**config.mk**
```make
export PLATFORM = sky130hd
export DESIGN_NAME = coalesced_hash_table
export DESIGN_NICKNAME = d
export VERILOG_FILES = /design/src/hdl/cht_pkg.sv /design/src/hdl/cht_dp.sv /design/src/hdl/cht_ctrl.sv /design/src/hdl/coalesced_hash_table.sv
export SDC_FILE = /design/constraint.sdc
export NUM_CORES = 2
export LEC_CHECK = 0
export ABC_AREA = 1
export BUFFER_PORTS_ARGS = -buffer_cell sky130_fd_sc_hd__buf_2
export CAP_MARGIN = 20
export CORE_MARGIN = 5
export CORE_UTILIZATION = 35
export DETAILED_ROUTE_END_ITERATION = 8
export MAX_ROUTING_LAYER = met4
export PLACE_DENSITY = 0.47
export SLEW_MARGIN = 20
export SYNTH_ARGS = -nofsm -noshare
export SYNTH_HDL_FRONTEND = slang
export SYNTH_SLANG_ARGS = --single-unit
export TNS_END_PERCENT = 10
```
**constraint.sdc**
```tcl
create_clock -name clk -period 8.6 [get_ports clk]
set_input_delay 0 -clock clk [delete_from_list [all_inputs] [get_ports clk]]
set_output_delay 0 -clock clk [all_outputs]
set_load 0.02 [all_outputs]
```
**src/hdl/cht_pkg.sv**
```systemverilog
// shared constants, codes and controller/datapath interface types for the hash table
package cht_pkg;

    // table geometry
    localparam int TABLE_SLOTS  = 64;
    localparam int HOME_BUCKETS = 5;
    localparam int KEY_BITS     = 16;
    localparam int SLOT_BITS    = $clog2(TABLE_SLOTS);
    localparam int LINK_BITS    = $clog2(TABLE_SLOTS + 1);
    localparam logic [LINK_BITS-1:0] LINK_END = LINK_BITS'(TABLE_SLOTS);

    // item field widths
    localparam int FUNC_W     = 2;
    localparam int IN_KEY_W   = 16;
    localparam int STATUS_W   = 3;
    localparam int OUT_SLOT_W = 6;
    localparam int IN_DATA_W  = 16;
    localparam int OUT_DATA_W = 8;

    // home slot by reciprocal multiply: quotient = (key * recip) >> shift
    localparam int HASH_SHIFT = KEY_BITS + 7;
    localparam int PROD_BITS  = KEY_BITS + HASH_SHIFT + 1;
    localparam logic [PROD_BITS-1:0] HOME_RECIP =
        PROD_BITS'(((64'd1 << HASH_SHIFT) / HOME_BUCKETS) + 64'd1);

    // operations
    localparam logic [FUNC_W-1:0] FN_INSERT = 2'd0;
    localparam logic [FUNC_W-1:0] FN_SEARCH = 2'd1;
    localparam logic [FUNC_W-1:0] FN_REMOVE = 2'd2;

    // result status
    localparam logic [STATUS_W-1:0] ST_INSERTED  = 3'd0;
    localparam logic [STATUS_W-1:0] ST_FOUND     = 3'd1;
    localparam logic [STATUS_W-1:0] ST_NOT_FOUND = 3'd2;
    localparam logic [STATUS_W-1:0] ST_OVERFLOW  = 3'd3;
    localparam logic [STATUS_W-1:0] ST_UNDERFLOW = 3'd4;
    localparam logic [STATUS_W-1:0] ST_REMOVED   = 3'd5;

    // slot occupancy
    localparam logic [1:0] MARK_EMPTY   = 2'd0;
    localparam logic [1:0] MARK_USED    = 2'd1;
    localparam logic [1:0] MARK_DELETED = 2'd2;

    // read address select
    localparam logic [2:0] RA_CUR      = 3'd0;
    localparam logic [2:0] RA_HOME     = 3'd1;
    localparam logic [2:0] RA_ZERO     = 3'd2;
    localparam logic [2:0] RA_IDX_NEXT = 3'd3;
    localparam logic [2:0] RA_LINK     = 3'd4;

    // write kinds
    localparam logic [1:0] WK_HOME  = 2'd0;
    localparam logic [1:0] WK_TAIL  = 2'd1;
    localparam logic [1:0] WK_FRESH = 2'd2;
    localparam logic [1:0] WK_DEL   = 2'd3;

    // result slot source
    localparam logic [2:0] SS_ZERO  = 3'd0;
    localparam logic [2:0] SS_CUR   = 3'd1;
    localparam logic [2:0] SS_IDX   = 3'd2;
    localparam logic [2:0] SS_FRESH = 3'd3;
    localparam logic [2:0] SS_FIRST = 3'd4;

    // one table entry
    typedef struct packed {
        logic [KEY_BITS-1:0]  key;
        logic [1:0]           mark;
        logic [LINK_BITS-1:0] link;
    } entry_t;

    // controller to datapath
    typedef struct packed {
        logic                load;
        logic                hash;
        logic                cur_home;
        logic                cur_link;
        logic                idx_top;
        logic                idx_clr;
        logic                idx_inc;
        logic                idx_dec;
        logic                fresh_ld;
        logic                rem_clr;
        logic                rem_upd;
        logic                rd;
        logic [2:0]          rd_sel;
        logic                wr;
        logic [1:0]          wr_kind;
        logic                res_ld;
        logic [STATUS_W-1:0] res_status;
        logic [2:0]          res_src;
        logic                push;
    } cmd_t;

    // datapath to controller
    typedef struct packed {
        logic [FUNC_W-1:0] func;
        logic              used;
        logic              link_end;
        logic              idx_free;
        logic              idx_zero;
        logic              idx_last;
        logic              hit;
        logic              any;
        logic              removed_any;
        logic              out_free;
    } sts_t;

endpackage

```
**src/hdl/cht_dp.sv**
```systemverilog
// hash table datapath: slot memory, valid bits, hash, counters and result register
module cht_dp (
    input  logic                          clk,
    input  logic                          rst_n,
    input  cht_pkg::cmd_t                 cmd,
    output cht_pkg::sts_t                 sts,
    input  logic [cht_pkg::FUNC_W-1:0]    in_func,
    input  logic [cht_pkg::IN_KEY_W-1:0]  in_key,
    input  logic                          out_ready,
    output logic                          out_valid,
    output logic [cht_pkg::STATUS_W-1:0]  out_status,
    output logic [cht_pkg::OUT_SLOT_W-1:0] out_slot
);

    // slot memory and per-slot written bits
    cht_pkg::entry_t mem [cht_pkg::TABLE_SLOTS];
    logic [cht_pkg::TABLE_SLOTS-1:0] vld_reg;
    logic [cht_pkg::TABLE_SLOTS-1:0] vld_next;
    cht_pkg::entry_t rdata_reg;
    logic            rvld_reg;
    logic            rvld_next;

    // item and walk registers
    logic [cht_pkg::FUNC_W-1:0]    func_reg;
    logic [cht_pkg::KEY_BITS-1:0]  key_reg;
    logic [cht_pkg::PROD_BITS-1:0] prod_reg;
    logic [cht_pkg::KEY_BITS-1:0]  qb_reg;
    logic [cht_pkg::LINK_BITS-1:0] cur_reg;
    logic [cht_pkg::SLOT_BITS-1:0] idx_reg;
    logic [cht_pkg::SLOT_BITS-1:0] fresh_reg;
    logic [cht_pkg::SLOT_BITS-1:0] first_reg;
    logic                          removed_reg;
    logic                          any_reg;

    // result holding and output registers
    logic [cht_pkg::STATUS_W-1:0]   res_status_reg;
    logic [cht_pkg::OUT_SLOT_W-1:0] res_slot_reg;
    logic [cht_pkg::STATUS_W-1:0]   out_status_reg;
    logic [cht_pkg::OUT_SLOT_W-1:0] out_slot_reg;
    logic                           out_valid_reg;
    logic                           out_valid_next;

    logic [cht_pkg::KEY_BITS:0]     quot;
    logic [cht_pkg::KEY_BITS-1:0]   rem;
    logic [cht_pkg::SLOT_BITS-1:0]  home;
    logic [1:0]                     e_mark;
    logic [cht_pkg::LINK_BITS-1:0]  e_link;
    logic                           used;
    logic                           hit;
    logic [cht_pkg::SLOT_BITS-1:0]  cur_slot;
    logic [cht_pkg::SLOT_BITS-1:0]  raddr;
    logic [cht_pkg::SLOT_BITS-1:0]  waddr;
    cht_pkg::entry_t                wdata;
    logic [cht_pkg::SLOT_BITS-1:0]  res_slot;

    // home slot from the registered quotient
    assign quot = prod_reg[cht_pkg::PROD_BITS-1:cht_pkg::HASH_SHIFT];
    assign rem  = key_reg - qb_reg;
    assign home = (rem >= cht_pkg::KEY_BITS'(cht_pkg::TABLE_SLOTS))
                ? cht_pkg::SLOT_BITS'(rem - cht_pkg::KEY_BITS'(cht_pkg::TABLE_SLOTS))
                : cht_pkg::SLOT_BITS'(rem);

    // entry as read, never-written slots read as empty end-of-chain
    assign e_mark   = rvld_reg ? rdata_reg.mark : cht_pkg::MARK_EMPTY;
    assign e_link   = rvld_reg ? rdata_reg.link : cht_pkg::LINK_END;
    assign used     = (e_mark == cht_pkg::MARK_USED);
    assign hit      = used && (rdata_reg.key == key_reg);
    assign cur_slot = cur_reg[cht_pkg::SLOT_BITS-1:0];

    // read address select
    always_comb
    begin
        unique case (cmd.rd_sel)
            cht_pkg::RA_CUR:      raddr = cur_slot;
            cht_pkg::RA_HOME:     raddr = home;
            cht_pkg::RA_ZERO:     raddr = '0;
            cht_pkg::RA_IDX_NEXT: raddr = idx_reg + cht_pkg::SLOT_BITS'(1);
            cht_pkg::RA_LINK:     raddr = e_link[cht_pkg::SLOT_BITS-1:0];
            default:              raddr = '0;
        endcase
    end

    // write address and data
    always_comb
    begin
        waddr = cur_slot;
        unique case (cmd.wr_kind)
            cht_pkg::WK_HOME:
            begin
                wdata = '{key: key_reg, mark: cht_pkg::MARK_USED, link: e_link};
            end
            cht_pkg::WK_TAIL:
            begin
                wdata = '{key: rdata_reg.key, mark: rdata_reg.mark,
                          link: cht_pkg::LINK_BITS'(fresh_reg)};
            end
            cht_pkg::WK_FRESH:
            begin
                waddr = fresh_reg;
                wdata = '{key: key_reg, mark: cht_pkg::MARK_USED, link: cht_pkg::LINK_END};
            end
            cht_pkg::WK_DEL:
            begin
                wdata = '{key: rdata_reg.key, mark: cht_pkg::MARK_DELETED,
                          link: rdata_reg.link};
            end
        endcase
    end

    // slot memory, one write and one registered read per cycle
    always_ff @(posedge clk)
    begin
        if (cmd.wr)
        begin
            mem[waddr] <= wdata;
        end
        if (cmd.rd)
        begin
            rdata_reg <= mem[raddr];
        end
    end

    // written bits and output valid
    always_comb
    begin
        vld_next = vld_reg;
        if (cmd.wr)
        begin
            vld_next[waddr] = 1'b1;
        end
        rvld_next = rvld_reg;
        if (cmd.rd)
        begin
            rvld_next = vld_reg[raddr];
        end
        out_valid_next = out_valid_reg;
        if (cmd.push)
        begin
            out_valid_next = 1'b1;
        end
        else if (out_ready)
        begin
            out_valid_next = 1'b0;
        end
    end

    always_ff @(posedge clk or negedge rst_n)
    begin
        if (!rst_n)
        begin
            vld_reg       <= '0;
            rvld_reg      <= 1'b0;
            out_valid_reg <= 1'b0;
        end
        else
        begin
            vld_reg       <= vld_next;
            rvld_reg      <= rvld_next;
            out_valid_reg <= out_valid_next;
        end
    end

    // result slot select
    always_comb
    begin
        unique case (cmd.res_src)
            cht_pkg::SS_ZERO:  res_slot = '0;
            cht_pkg::SS_CUR:   res_slot = cur_slot;
            cht_pkg::SS_IDX:   res_slot = idx_reg;
            cht_pkg::SS_FRESH: res_slot = fresh_reg;
            cht_pkg::SS_FIRST: res_slot = removed_reg ? first_reg : cur_slot;
            default:           res_slot = '0;
        endcase
    end

    // item, hash, walk and scan registers
    always_ff @(posedge clk)
    begin
        if (cmd.load)
        begin
            func_reg <= in_func;
            key_reg  <= cht_pkg::KEY_BITS'(in_key);
            prod_reg <= cht_pkg::PROD_BITS'(in_key) * cht_pkg::HOME_RECIP;
        end
        if (cmd.hash)
        begin
            qb_reg <= cht_pkg::KEY_BITS'(quot * cht_pkg::HOME_BUCKETS);
        end
        if (cmd.cur_home)
        begin
            cur_reg <= cht_pkg::LINK_BITS'(home);
        end
        else if (cmd.cur_link)
        begin
            cur_reg <= e_link;
        end
        if (cmd.idx_top)
        begin
            idx_reg <= cht_pkg::SLOT_BITS'(cht_pkg::TABLE_SLOTS - 1);
        end
        else if (cmd.idx_clr)
        begin
            idx_reg <= '0;
            any_reg <= 1'b0;
        end
        else if (cmd.idx_inc)
        begin
            idx_reg <= idx_reg + cht_pkg::SLOT_BITS'(1);
            any_reg <= any_reg | used;
        end
        else if (cmd.idx_dec)
        begin
            idx_reg <= idx_reg - cht_pkg::SLOT_BITS'(1);
        end
        if (cmd.fresh_ld)
        begin
            fresh_reg <= idx_reg;
        end
        if (cmd.rem_clr)
        begin
            removed_reg <= 1'b0;
        end
        else if (cmd.rem_upd)
        begin
            removed_reg <= 1'b1;
            if (!removed_reg)
            begin
                first_reg <= cur_slot;
            end
        end
        if (cmd.res_ld)
        begin
            res_status_reg <= cmd.res_status;
            res_slot_reg   <= cht_pkg::OUT_SLOT_W'(res_slot);
        end
        if (cmd.push)
        begin
            out_status_reg <= res_status_reg;
            out_slot_reg   <= res_slot_reg;
        end
    end

    // status to the controller
    assign sts.func        = func_reg;
    assign sts.used        = used;
    assign sts.link_end    = (e_link >= cht_pkg::LINK_END);
    assign sts.idx_free    = !vld_reg[idx_reg];
    assign sts.idx_zero    = (idx_reg == '0);
    assign sts.idx_last    = (idx_reg == cht_pkg::SLOT_BITS'(cht_pkg::TABLE_SLOTS - 1));
    assign sts.hit         = hit;
    assign sts.any         = any_reg | used;
    assign sts.removed_any = removed_reg | hit;
    assign sts.out_free    = !out_valid_reg || out_ready;

    assign out_valid  = out_valid_reg;
    assign out_status = out_status_reg;
    assign out_slot   = out_slot_reg;

endmodule

```
**src/hdl/cht_ctrl.sv**
```systemverilog
// hash table controller: sequences hash, scans and chain walks for one item at a time
module cht_ctrl (
    input  logic          clk,
    input  logic          rst_n,
    input  logic          in_valid,
    output logic          in_ready,
    input  cht_pkg::sts_t sts,
    output cht_pkg::cmd_t cmd
);

    localparam logic [3:0] S_IDLE     = 4'd0;
    localparam logic [3:0] S_HASH     = 4'd1;
    localparam logic [3:0] S_DISPATCH = 4'd2;
    localparam logic [3:0] S_INS_HOME = 4'd3;
    localparam logic [3:0] S_FREE     = 4'd4;
    localparam logic [3:0] S_WALK     = 4'd5;
    localparam logic [3:0] S_FRESH    = 4'd6;
    localparam logic [3:0] S_SCAN     = 4'd7;
    localparam logic [3:0] S_RWALK    = 4'd8;
    localparam logic [3:0] S_RESP     = 4'd9;

    logic [3:0] state_reg;
    logic [3:0] state_next;

    assign in_ready = (state_reg == S_IDLE);

    // next state and datapath commands
    always_comb
    begin
        state_next = state_reg;
        cmd        = '0;
        unique case (state_reg)
            S_IDLE:
            begin
                if (in_valid)
                begin
                    cmd.load   = 1'b1;
                    state_next = S_HASH;
                end
            end
            S_HASH:
            begin
                cmd.hash   = 1'b1;
                state_next = S_DISPATCH;
            end
            S_DISPATCH:
            begin
                cmd.cur_home = 1'b1;
                unique case (sts.func)
                    cht_pkg::FN_INSERT:
                    begin
                        cmd.rd     = 1'b1;
                        cmd.rd_sel = cht_pkg::RA_HOME;
                        state_next = S_INS_HOME;
                    end
                    cht_pkg::FN_SEARCH, cht_pkg::FN_REMOVE:
                    begin
                        cmd.rd      = 1'b1;
                        cmd.rd_sel  = cht_pkg::RA_ZERO;
                        cmd.idx_clr = 1'b1;
                        state_next  = S_SCAN;
                    end
                    default:
                    begin
                        cmd.res_ld     = 1'b1;
                        cmd.res_status = cht_pkg::ST_NOT_FOUND;
                        cmd.res_src    = cht_pkg::SS_ZERO;
                        state_next     = S_RESP;
                    end
                endcase
            end
            // home slot free or deleted: take it over
            S_INS_HOME:
            begin
                if (!sts.used)
                begin
                    cmd.wr         = 1'b1;
                    cmd.wr_kind    = cht_pkg::WK_HOME;
                    cmd.res_ld     = 1'b1;
                    cmd.res_status = cht_pkg::ST_INSERTED;
                    cmd.res_src    = cht_pkg::SS_CUR;
                    state_next     = S_RESP;
                end
                else
                begin
                    cmd.idx_top = 1'b1;
                    state_next  = S_FREE;
                end
            end
            // search down for the highest never-used slot
            S_FREE:
            begin
                priority if (sts.idx_free)
                begin
                    cmd.fresh_ld = 1'b1;
                    cmd.rd       = 1'b1;
                    cmd.rd_sel   = cht_pkg::RA_CUR;
                    state_next   = S_WALK;
                end
                else if (sts.idx_zero)
                begin
                    cmd.res_ld     = 1'b1;
                    cmd.res_status = cht_pkg::ST_OVERFLOW;
                    cmd.res_src    = cht_pkg::SS_ZERO;
                    state_next     = S_RESP;
                end
                else
                begin
                    cmd.idx_dec = 1'b1;
                end
            end
            // follow the home chain to its tail and link the new slot
            S_WALK:
            begin
                if (!sts.link_end)
                begin
                    cmd.cur_link = 1'b1;
                    cmd.rd       = 1'b1;
                    cmd.rd_sel   = cht_pkg::RA_LINK;
                end
                else
                begin
                    cmd.wr      = 1'b1;
                    cmd.wr_kind = cht_pkg::WK_TAIL;
                    state_next  = S_FRESH;
                end
            end
            S_FRESH:
            begin
                cmd.wr         = 1'b1;
                cmd.wr_kind    = cht_pkg::WK_FRESH;
                cmd.res_ld     = 1'b1;
                cmd.res_status = cht_pkg::ST_INSERTED;
                cmd.res_src    = cht_pkg::SS_FRESH;
                state_next     = S_RESP;
            end
            // full scan, one slot per cycle, stops at the first match
            S_SCAN:
            begin
                priority if (sts.hit)
                begin
                    if (sts.func == cht_pkg::FN_SEARCH)
                    begin
                        cmd.res_ld     = 1'b1;
                        cmd.res_status = cht_pkg::ST_FOUND;
                        cmd.res_src    = cht_pkg::SS_IDX;
                        state_next     = S_RESP;
                    end
                    else
                    begin
                        cmd.rem_clr = 1'b1;
                        cmd.rd      = 1'b1;
                        cmd.rd_sel  = cht_pkg::RA_CUR;
                        state_next  = S_RWALK;
                    end
                end
                else if (sts.idx_last)
                begin
                    cmd.res_ld  = 1'b1;
                    cmd.res_src = cht_pkg::SS_ZERO;
                    if (sts.func == cht_pkg::FN_REMOVE && !sts.any)
                    begin
                        cmd.res_status = cht_pkg::ST_UNDERFLOW;
                    end
                    else
                    begin
                        cmd.res_status = cht_pkg::ST_NOT_FOUND;
                    end
                    state_next = S_RESP;
                end
                else
                begin
                    cmd.idx_inc = 1'b1;
                    cmd.rd      = 1'b1;
                    cmd.rd_sel  = cht_pkg::RA_IDX_NEXT;
                end
            end
            // mark every match on the home chain as deleted
            S_RWALK:
            begin
                if (sts.hit)
                begin
                    cmd.wr      = 1'b1;
                    cmd.wr_kind = cht_pkg::WK_DEL;
                    cmd.rem_upd = 1'b1;
                end
                if (!sts.link_end)
                begin
                    cmd.cur_link = 1'b1;
                    cmd.rd       = 1'b1;
                    cmd.rd_sel   = cht_pkg::RA_LINK;
                end
                else
                begin
                    cmd.res_ld = 1'b1;
                    if (sts.removed_any)
                    begin
                        cmd.res_status = cht_pkg::ST_REMOVED;
                        cmd.res_src    = cht_pkg::SS_FIRST;
                    end
                    else
                    begin
                        cmd.res_status = cht_pkg::ST_NOT_FOUND;
                        cmd.res_src    = cht_pkg::SS_ZERO;
                    end
                    state_next = S_RESP;
                end
            end
            // hand the result to the output register when it is free
            S_RESP:
            begin
                if (sts.out_free)
                begin
                    cmd.push   = 1'b1;
                    state_next = S_IDLE;
                end
            end
            default:
            begin
                state_next = S_IDLE;
            end
        endcase
    end

    always_ff @(posedge clk or negedge rst_n)
    begin
        if (!rst_n)
        begin
            state_reg <= S_IDLE;
        end
        else
        begin
            state_reg <= state_next;
        end
    end

endmodule

```
**src/hdl/coalesced_hash_table.sv**
```systemverilog
// coalesced-chaining hash table: one insert, search or remove per item, one result item each
// search reads the slots in turn (one slot read per cycle) until the first match; insert
// fills a free home slot, or else runs the free-slot search and chain walk; remove does
// a scan, then a home chain walk
// throughput: one item at a time; the next item is taken while a result waits for tready
// reset clears the controller, output valid and per-slot written bits; no clearing pass
module coalesced_hash_table (
    input  logic                             clk,
    input  logic                             rst_n,
    input  logic                             s_axis_tvalid,
    output logic                             s_axis_tready,
    input  logic [cht_pkg::IN_DATA_W-1:0]    s_axis_tdata,  // [15:0] key
    input  logic [cht_pkg::FUNC_W-1:0]       s_axis_tuser,  // [1:0] func
    output logic                             m_axis_tvalid,
    input  logic                             m_axis_tready,
    output logic [cht_pkg::OUT_DATA_W-1:0]   m_axis_tdata,  // [5:0] slot, [7:6] zero
    output logic [cht_pkg::STATUS_W-1:0]     m_axis_tuser   // [2:0] status
);

    cht_pkg::cmd_t                  cmd;
    cht_pkg::sts_t                  sts;
    logic [cht_pkg::OUT_SLOT_W-1:0] out_slot;

    // sequencing
    cht_ctrl u_ctrl (
        .clk      (clk),
        .rst_n    (rst_n),
        .in_valid (s_axis_tvalid),
        .in_ready (s_axis_tready),
        .sts      (sts),
        .cmd      (cmd)
    );

    // table storage and arithmetic
    cht_dp u_dp (
        .clk        (clk),
        .rst_n      (rst_n),
        .cmd        (cmd),
        .sts        (sts),
        .in_func    (s_axis_tuser),
        .in_key     (s_axis_tdata[cht_pkg::IN_KEY_W-1:0]),
        .out_ready  (m_axis_tready),
        .out_valid  (m_axis_tvalid),
        .out_status (m_axis_tuser),
        .out_slot   (out_slot)
    );

    // slot in the low bits, zero fill above
    assign m_axis_tdata = cht_pkg::OUT_DATA_W'(out_slot);

endmodule

```
==> impl_metrics.tcl <==
set metrics [dict create \
    path_delay_family "simple AND/OR/NAND/NOR gates" \
    first_pass_iters 7 \
    grt-ovfl-total 0 \
    vdd_drop_max_mv 0.323 \
    routedWlPerCell_um 26.8 \
    cts_tree "yes" \
    die_x_um 480 \
    clkSinkCount 1769 \
    finalCritPeriodShare_pct 69.8 \
    worstPathCellList "buf_4 -> ha_1 -> nand3_1 -> nor3_1 -> nor2_2 -> nand2_4 -> o21ai_4 -> nand2_2 -> nand3_2 -> nor2_8 -> buf_4 -> buf_4 -> or2_0 -> o211ai_1 -> o211ai_1 -> nand3_1 -> nand3_1 -> nand3_1 -> nand2_1" \
    ant_nets 0 \
    r2r_end "u_dp.rdata_reg[21]$_DFFE_PP_" \
    path_max_fanout 82 \
    die_y_um 480 \
    slowest_delay_ps 810 \
    worstPathArrival_ps 6630 \
    yosys_most_used_dff "edfxtp_1" \
    drc 0 \
    drt-initial-drc-count 5504 \
    syn_inst 6105 \
    ys_ff_latch 1769 \
    async_reset_ff_share_pct 3.96 \
    totalWireLength_um 247000 \
    portBuffers 32 \
    place_inst 8849 \
    ys_top_cells_by_count "edfxtp_1 (1692), o211ai_1 (807), inv_1 (546)" \
    hp-class "primary input to async pin" \
    yosys_warnings 0 \
    numCtsBuffers 188 \
    crit_start "u_dp.idx_reg[0]$_SDFFE_PP1P_" \
    worst_setup_path_end_kind "flip-flop" \
    hold_viol 0 \
    synth_edf_count 1692 \
    largest_reg_flops 1600 \
    finalClockSkew_ps 25.9 \
    fin_nets 6327 \
    p_leak_nw 29.9 \
    grt_setup_unrepaired "false" \
    slew_viol_final 0 \
    vias 49500 \
    clk_pin_slew_ps 60 \
    start_util_pct 35.2 \
    clockBufferDepth 3 \
    die_area_um2 230000 \
    critPathKind "flip-flop to flip-flop" \
    layout-drive-gt1-share_pct 8.34 \
    r2r_slack_ps 2600 \
    yosysTopAreaCell "edfxtp_1" \
    synth_area_leaders "edfxtp_1 (66%), o211ai_1 (7.8%), o21ai_0 (3.2%), nand3_1 (2.8%), inv_1 (2.7%)" \
    fin_tns_setup_ps 0 \
    synth_top_area_share_pct 65.8 \
    gp_congestion 0.874 \
    timing.final.crit_period_ps 6000 \
    crit_path_frequent_cell "nand3_1" \
    yosysSeqAreaShare_pct 68.2 \
    vias_per_cell 5.36 \
    reg2reg_from "u_dp.idx_reg[0]$_SDFFE_PP1P_" \
    finalPower_mw 31.9 \
    cap_violations 0 \
    fp.coreArea_um2 220000 \
    yosysUniqueCellTypes 57 \
    fp-row-count 172 \
    io_pins 35 \
    fmax_ghz 0.167 \
    cts_resized 0 \
    grt_pass1_vias 48000 \
    pwr_density_cell_nw_per_um2 366 \
    grt_usage_pct 21.7 \
    synth_area_per_cell_um2 12.7 \
    cp.required_ps 9230 \
    synth_area_um2 77200 \
    reg2reg_depth 19 \
    clockRootBuffer "clkbuf_16" \
    grt_antenna_before_repair 7 \
    grt_max_degree 199 \
    setup_violations 0 \
    crit_path_top_delay_cell "buf_4" \
    htree_levels 4 \
    areaGrowthSynthToFinish_pct 12.7 \
    hpwlAfterDp_um 137000 \
    clk_latency_ps 830 \
    setup.worst_path.start_class "flip-flop" \
    status "finished, final reports clean" \
    grt_pass1_wl_um 355000 \
    stdcell_count 9233 \
    slew_headroom_pct 20.0 \
    worstMarginPinSlew_ps 1200 \
    crit_buf_inv 3 \
    yosysMostFrequentCell "edfxtp_1" \
]
[through the flow]
stage                     hold slack (ps)  util, %  setup slack (ps)  instance area (um^2)
after global routing                 53.9     39.6              2180                 87100
after detailed placement             -150     36.8              2670                 80800
after global placement               -145     36.7              2720                 80700
after CTS                            3.55     39.6              2610                 87000
after floorplan                      -296        -              3330                 77300
final                                37.3     39.6              2600                 87100
[power by group]
part	total, mW	leakage [nW]	internal (mW)	switching (mW)
clock network	7.85	2.84	4.49	3.36
registers	10.9	16.4	10.7	0.195
logic	13.2	10.7	3.44	9.73
[metal layers]
| layer | track usage (%) | vias to the layer above | wire length (um) |
|---|---|---|---|
| li1 | - | 22300 | - |
| met1 | 30.5 | 25300 | 112000 |
| met2 | 32.8 | 1601 | 112000 |
| met3 | 3.43 | 327 | 15700 |
| met4 | 5.95 | 0 | 6810 |
| met5 | - | - | 0 |
[worst reg2reg max path: stages (launching register included)]
cell and delay (ps):
dfxtp_2 330, buf_4 490, ha_1 290, nand3_1 160, nor3_1 320, nor2_2 90, nand2_4 220, o21ai_4 150
nand2_2 90, nand3_2 150, nor2_8 640, buf_4 840, buf_4 690, or2_0 200, o211ai_1 130, o211ai_1 150
nand3_1 90, nand3_1 120, nand3_1 340, nand2_1 310
[logic make-up after synthesis]
group / share of synthesized area, %
AO/OA/AOI/OAI: 12.0
XOR/XNOR: 0.329
adder cells (fa/ha/maj): 3.72
buffers and inverters: 5.52
flip-flops: 68.2
multiplexers: 0.0146
other: 0.00485
AND/OR/NAND/NOR: 10.2
[what timing repair did]
| action | in CTS | in global routing |
|---|---|---|
| buffers inserted | 0 | 0 |
| hold endpoints to repair | 126 | 0 |
| hold buffers | 37 | 0 |
| setup endpoints to repair | 0 | 0 |
[layout make-up]
| class | count | area [um^2] |
|---|---|---|
| Clock inverter | 91 | 743 |
| Antenna cell | 1 | 2.50 |
| Inverter | 567 | 2150 |
| Tap cell | 2958 | 3700 |
| Fill cell | 20900 | 133000 |
| Timing Repair Buffer | 207 | 1830 |
| Multi-Input combinational cell | 3387 | 20800 |
| Sequential cell | 1769 | 52700 |
| Clock buffer | 253 | 5100 |
[placed cells by master, fill, tap and decap left out, types with 45 or more instances in the layout]
cell | netlist | routed
edfxtp_1 | 1692 | 1692
nand3_1 | 438 | 437
nand2_1 | 521 | 515
clkbuf_1 | 98 | 58
clkbuf_16 | 0 | 195
fa_1 | 74 | 74
or2_1 | 134 | 134
buf_4 | 28 | 120
inv_1 | 546 | 546
nor2_1 | 530 | 495
clkinv_1 | 2 | 51
dfrtp_1 | 70 | 70
o21ai_0 | 494 | 483
or2_0 | 66 | 66
ha_1 | 111 | 111
o211ai_1 | 807 | 807
a21oi_1 | 45 | 45
[worst max path at each step]
stage	end	slack (ps)	cells past startpoint
6_report	u_dp.rdata_reg[21]$_DFFE_PP_	2600	19
2_1_floorplan	u_dp.mem[0][13]$_DFFE_PP_	3330	11
4_1_cts	u_dp.rdata_reg[21]$_DFFE_PP_	2610	19
3_3_place_gp	u_dp.rdata_reg[21]$_DFFE_PP_	2720	19
3_5_place_dp	u_dp.rdata_reg[21]$_DFFE_PP_	2670	19
5_1_grt	u_dp.rdata_reg[21]$_DFFE_PP_	2180	18
No activity file was read; power rests on OpenSTA's default activity.
